==> src/tmp_pkg.sv <==
// Shared constants, codes and types of the trapezoid motion profile unit.
package tmp_pkg;

  localparam int unsigned ANGLE_FRAC_BITS_DEF = 24;
  localparam int unsigned TIME_FRAC_BITS_DEF  = 20;
  localparam int unsigned ACCEL_FRAC_BITS     = 16;

  localparam logic [31:0] ACCEL_RESET    = 32'd6553600;
  localparam logic [31:0] DURATION_RESET = 32'd1048576;

  // cycles the derived configuration products need to settle after a write
  localparam logic [1:0] CFG_SETTLE = 2'd3;

  localparam int unsigned QUEUE_DEPTH = 4;

  typedef enum logic [0:0] {
    REG_ACCEL,
    REG_DURATION
  } cfg_reg_e;

  typedef enum logic [2:0] {
    SEG_NONE,
    SEG_ACCEL,
    SEG_CRUISE,
    SEG_DECEL,
    SEG_ARRIVED
  } segment_e;

  typedef enum logic [1:0] {
    VEL_FOUND,
    VEL_UNREACHABLE,
    VEL_NO_ROOT
  } vel_status_e;

  // configuration registers and the products derived from them
  typedef struct packed {
    logic [31:0]  accel;
    logic [31:0]  duration;
    logic [63:0]  at;
    logic [95:0]  att;
    logic [127:0] at2;
  } cfg_vals_t;

  // classified item handed from the front end to the back end
  typedef struct packed {
    logic signed [31:0] start;
    logic               neg;
    logic [32:0]        dist_s;
    logic [31:0]        t;
    logic [31:0]        r;
    logic               t_lt;
    logic               t2_ge;
    logic [32:0]        cru_y;
    logic [31:0]        u;
    segment_e           tri_seg;
    logic               unreach;
    logic [63:0]        at;
    logic [63:0]        ar;
    logic [64:0]        as;
  } job_t;

endpackage

==> src/tmp_queue.sv <==
// Short queue of classified items between the front and back ends.
module tmp_queue (
  input  logic           clk_i,
  input  logic           rst_ni,
  input  logic           push_i,
  input  tmp_pkg::job_t  data_i,
  output logic           full_o,
  input  logic           pop_i,
  output logic           valid_o,
  output tmp_pkg::job_t  data_o
);

  localparam int unsigned Depth = tmp_pkg::QUEUE_DEPTH;
  localparam int unsigned PtrW  = $clog2(Depth);
  localparam int unsigned CntW  = $clog2(Depth + 1);

  tmp_pkg::job_t   mem_q [Depth];
  logic [PtrW-1:0] wr_ptr_q;
  logic [PtrW-1:0] rd_ptr_q;
  logic [CntW-1:0] count_q;
  logic            do_push;
  logic            do_pop;

  assign full_o  = (count_q == CntW'(Depth));
  assign valid_o = (count_q != '0);
  assign do_push = push_i && !full_o;
  assign do_pop  = pop_i && valid_o;
  assign data_o  = mem_q[rd_ptr_q];

  // move pointers and fill count
  always_ff @(posedge clk_i or negedge rst_ni) begin
    if (!rst_ni) begin
      wr_ptr_q <= '0;
      rd_ptr_q <= '0;
      count_q  <= '0;
    end else begin
      if (do_push) begin
        wr_ptr_q <= (wr_ptr_q == PtrW'(Depth - 1)) ? '0 : wr_ptr_q + PtrW'(1);
      end
      if (do_pop) begin
        rd_ptr_q <= (rd_ptr_q == PtrW'(Depth - 1)) ? '0 : rd_ptr_q + PtrW'(1);
      end
      if (do_push && !do_pop) begin
        count_q <= count_q + CntW'(1);
      end else if (do_pop && !do_push) begin
        count_q <= count_q - CntW'(1);
      end
    end
  end

  // store the item
  always_ff @(posedge clk_i) begin
    if (do_push) begin
      mem_q[wr_ptr_q] <= data_i;
    end
  end

endmodule

==> config.mk <==
export PLATFORM = sky130hd
export DESIGN_NAME = tmp_queue
export DESIGN_NICKNAME = d
export VERILOG_FILES = /design/src/tmp_pkg.sv /design/src/tmp_queue.sv
export SDC_FILE = /design/constraint.sdc
export NUM_CORES = 1
export LEC_CHECK = 0
export BUFFER_PORTS_ARGS = -buffer_cell sky130_fd_sc_hd__clkbuf_2
export CAP_MARGIN = 10
export CORE_MARGIN = 2
export CORE_UTILIZATION = 48
export CTS_BUF_LIST = sky130_fd_sc_hd__clkbuf_4 sky130_fd_sc_hd__clkbuf_8
export CTS_CLUSTER_DIAMETER = 80
export DETAILED_ROUTE_END_ITERATION = 8
export GPL_TIMING_DRIVEN = 1
export MAX_ROUTING_LAYER = met4
export PLACE_DENSITY = 0.79
export SLEW_MARGIN = 20
export SYNTH_ARGS = -nofsm -noshare
export SYNTH_HDL_FRONTEND = slang
export SYNTH_SLANG_ARGS = --single-unit
==> constraint.sdc <==
create_clock -name clk_i -period 29.9 [get_ports clk_i]
set_input_delay 0 -clock clk_i [delete_from_list [all_inputs] [get_ports clk_i]]
set_output_delay 0 -clock clk_i [all_outputs]
set_load 0.05 [all_outputs]
# Yosys cells after proc, flatten, opt, wreduce, memory -nomap -nowiden
# Memories as Yosys holds them, arrays and structs flattened.
# Index checks and enable logic that the tools add are counted.
op_classes:
  n_eq_ne: 3
  addsub: 4
  n_reduce_logical: 9
  n_mux: 6
op_table:
  columns: ["op", "n"]
  rows:
  - ["3-bit 2-to-1 mux", 2]
  - ["2-bit by 1-bit adder with 2-bit output (second input constant)", 2]
  - ["2-bit == test (second input constant)", 2]
  - ["1-bit logical AND", 4]
  - ["2-bit 2-to-1 mux", 2]
  - ["3-bit by 1-bit adder with 3-bit output (second input constant)", 1]
  - ["3-bit == test (second input constant)", 1]
  - ["1-bit logical NOT", 3]
  - ["3-bit nonzero test", 1]
  - ["3-bit by 1-bit subtractor with 3-bit output (second input constant)", 1]
  - ["1-bit 2-to-1 mux", 2]
  - ["2-bit nonzero test", 1]
word_totals:
  ram_bits: 1576
  input_bits: 398
  n_memories: 1
  word_cells: 26
  register_bits: 7
  out_inout_bits: 396
mem_list:
  columns: ["memory", "depth", "word_bits", "read_ports", "rd_ports_with_merged_regs", "write_ports", "line", "source"]
  rows:
  - ["mem_q", 4, 394, 1, 0, 1, "tmp_queue.sv:17", "tmp_pkg::job_t mem_q [Depth];"]

# Logic depth before layout (Yosys ltp)
depth:
  word_depth: 7
  mapped_depth: 8

# Worst setup path after synthesis
# Ideal clock, no wire load.
synth_timing:
  path_kind: "reg-to-reg"
  startpoint: "reg count_q[2]"
  endpoint: "mem mem_q[3][0] (netlist bit) (enable)"
  setup_time_ns: 1.168
  required_ns: 28.732
  period_less_slack_ns: 18.253
  stages_incl_launch_ff: 3
  path_buffers: 0
  arrival_ns: 17.085
  slack_ns: 11.647
  path_cell_list: "dfrtp_1 -> nor3b_1 -> nor2_1"
synth_via:
  elab_chain_cells: 5
synth_rtl:
  columns: ["element", "line", "source"]
  rows:
  - ["from (decl)", "tmp_queue.sv:20", "logic [CntW-1:0] count_q;"]
  - ["from (signal assigned)", "tmp_queue.sv:44", "count_q <= count_q + CntW'(1);"]
  - ["from (signal assigned)", "tmp_queue.sv:46", "count_q <= count_q - CntW'(1);"]
  - ["3-bit == test", "tmp_queue.sv:24", "assign full_o = (count_q == CntW'(Depth));"]
  - ["net full_o", "tmp_queue.sv:7", "output logic full_o,"]
  - ["1-bit logical NOT", "tmp_queue.sv:26", "assign do_push = push_i && !full_o;"]
  - ["1-bit logical AND", "tmp_queue.sv:26", null]
  - ["1-bit 2-to-1 mux", "tmp_queue.sv:53", "if (do_push) begin"]
  - ["1-bit 2-to-1 mux (implied by the code)", "tmp_queue.sv:54", "mem_q[wr_ptr_q] <= data_i;"]
  - ["to (decl)", "tmp_queue.sv:17", null]
# The timed path passes the listed nets, and every way through them passes these cells.

==> flow_metrics.tcl <==
set metrics [dict create \
    status "finished clean" \
    synth_nets 2500 \
    fin_crit_sh_pct 18.1 \
    max-cap-violations 0 \
    seqCellArea_sq_um 47500 \
    die-area_sq_um 122000 \
    max_slew_margin_pct 25.1 \
    postLayoutCoreUtil_pct 63.7 \
    start_util_pct 48.5 \
    syn_area_sq_um 57300 \
    r2r_slack_ns 25.51 \
    io_pins 794 \
    antenna_found_initial 19 \
    synth_area_per_cell_sq_um 27.4 \
    fin_skew_ns 0.0398 \
    syn_inst 2095 \
    setup.worst_path.start_class "flip-flop" \
    rows 126 \
    die_x_um 350 \
    nNetsFinal 4264 \
    cts_resized 0 \
    routabilityCongestion 0.793 \
    grt_pass1_wl_mm 211 \
    yosysUniqueCellTypes 18 \
    fin_setup_tns_ns 0 \
    wl_mm 146 \
    hold_viol 0 \
    htree_levels 4 \
    yosysWarnings 0 \
    critical_path_required_ns 29.90 \
    cp.arrival_ns 5.41 \
    ir_drop_mv 0.0989 \
    yosysSeqAreaShare_pct 82.9 \
    clock.fmax_mhz 185 \
    die_y_um 350 \
    nFillCells 7232 \
    drc 0 \
    overflow 0 \
    vias 30600 \
    p_leak_nw 26.3 \
    tightest_slew_ns 1.12 \
    r2r-start "count_q[2]$_DFFE_PN0P_" \
    wl_per_cell_um 26.0 \
    setup.worst_path.end_class "output pin" \
    hp-class "input port to asynchronous set/reset pin" \
    grt_pass1_vias 33500 \
    final.min_clock_period_ns 5.41 \
    powerDensity_nw_per_um2 106 \
    cts_setup_buffers 0 \
    cts_sinks 1583 \
    r2r_cells 6 \
    worstPathMaxFanout 50 \
    portBuffers 793 \
    startpoint "rd_ptr_q[0]$_DFFE_PN0P_" \
    drv_slew 0 \
    setup_viol 0 \
    cts.reportedPaths.clkPinSlew_ns 0.06 \
    root_buffer "clkbuf_8" \
    path_cells "buf_4 > buf_4 > buf_4 > mux4_2 > clkbuf_2" \
    cp_slowest_cell "buf_4" \
    antenna_violating_nets_post_route 0 \
    crit_top_cell "buf_4" \
    rsz0062_at_grt "false" \
    fin_area_sq_um 75300 \
    path_class "flip-flop to output pin" \
    cts_tree "done" \
    drive_gt1_share_pct 39.2 \
    dpl_cell_area_sq_um 62800 \
    synth_seq_cells 1583 \
    first_pass_iters 6 \
    cts_buffers 234 \
    syn2layout_area_growth_pct 31.4 \
    slowest_delay_ns 0.88 \
    drtIter0Drc 3024 \
    r2r-end "mem_q[2][114]$_DFFE_PP_" \
    grt_max_degree 165 \
    multiInputGateArea_sq_um 9130 \
    cts_max_path_buffers 3 \
    hpwl_mm 75.5 \
    core_sq_um 118000 \
    track_usage_pct 24.2 \
    insertion_delay_ns 0.91 \
    via_per_inst 5.46 \
]
==> worst max-delay path by stage <==
stage / end / slack (ns)
6_report: data_o[214] / 24.49
4_1_cts: data_o[205] / 24.30
3_3_place_gp: data_o[270] / 25.29
5_1_grt: data_o[214] / 23.99
3_5_place_dp: data_o[159] / 25.32
2_1_floorplan: mem_q[3][0]$_DFFE_PP_ / 11.65
==> cell type report <==
| type | instances | share of cell area (%) |
|---|---|---|
| Sequential cell | 1583 | 63.1 |
| Timing Repair Buffer | 1616 | 16.2 |
| Multi-Input combinational cell | 421 | 12.1 |
| Clock buffer | 311 | 5.06 |
| Tap cell | 1536 | 2.55 |
| Clock inverter | 108 | 0.904 |
| Antenna cell | 24 | 0.0797 |
| Inverter | 3 | 0.0150 |
==> state kept, by name, summed over array words and instances, names as in the netlist <==
register and count:
mem_q 1576, count_q 3, rd_ptr_q 2, wr_ptr_q 2
==> where the power goes <==
group / internal [mW] / leakage, nW / switching [mW]
clock network: 0.873 / 2.37 / 0.838
logic: 0.905 / 9.38 / 2.32
registers: 2.93 / 14.5 / 0.138
==> cell usage after synthesis <==
| master | count | area, sq um |
|---|---|---|
| and2_1 | 3 | 18.8 |
| buf_2 | 42 | 210 |
| buf_6 | 39 | 439 |
| clkbuf_1 | 7 | 26.3 |
| dfrtp_1 | 7 | 175 |
| edfxtp_1 | 1576 | 47300 |
| fa_1 | 1 | 20.0 |
| ha_1 | 6 | 75.1 |
| inv_1 | 3 | 11.3 |
| mux2_2 | 5 | 56.3 |
| mux4_2 | 394 | 8870 |
| nand2_1 | 2 | 7.51 |
| nor2_1 | 4 | 15.0 |
| nor2b_1 | 1 | 6.26 |
| nor3b_1 | 1 | 7.51 |
| or3_1 | 1 | 6.26 |
| xnor2_1 | 1 | 8.76 |
| xor2_1 | 2 | 17.5 |
==> metal layers <==
| layer | vias to the layer above | track usage, % | part of all wire (%) |
|---|---|---|---|
| li1 | 12800 | - | - |
| met1 | 15700 | 26.2 | 34 |
| met2 | 1633 | 40.7 | 53 |
| met3 | 413 | 6.15 | 7.7 |
| met4 | 0 | 13.6 | 5.7 |
| met5 | - | - | 0 |
==> stage by stage <==
| stage | hold slack, ns | total power, mW | instances | worst slack, ns |
|---|---|---|---|---|
| floorplan | -0.296 | 5.66 | 2095 | 11.65 |
| global placement | -0.114 | 6.15 | 4367 | 25.29 |
| detailed placement | -0.115 | 6.19 | 4367 | 25.32 |
| CTS | 0.0137 | 7.93 | 5578 | 24.30 |
| global route | 0.0793 | 8.25 | 5598 | 23.99 |
| finish | 0.140 | 8.00 | 5602 | 24.49 |
==> kinds of logic after synthesis <==
logic type	share of synthesized area, %
DFF	82.9
muxes	15.6
buffers and inverters	1.20
and+or+nand+nor	0.107
adders and majority gates	0.166
xor gates and xnor gates	0.0459
==> worst max-delay path: cells and delay by family (launching register included) <==
kind | cells | cell delay, ns
DFF | 1 | 0.79
muxes | 1 | 0.64
buffers and inverters | 4 | 2.78
==> placed cells by master (no fill, tap or decap), types with 5 or more instances in the layout <==
master	instances
edfxtp_1	1576
clkbuf_2	793
dlygate4sd3_1	792
mux4_2	394
clkbuf_8	236
clkbuf_4	75
clkinv_1	64
buf_4	26
diode_2	24
clkinv_2	23
ha_1	6
clkinvlp_4	6
mux2_2	5
bufinv_16	5
dfrtp_1	5
buf_12	5
==> repair_timing <==
| action | CTS | global route |
|---|---|---|
| hold endpoints to repair | 1650 | 0 |
| endpoints found under the setup margin | 0 | 0 |
| hold buffers | 792 | 0 |
(Power assumes the default switching activity.)
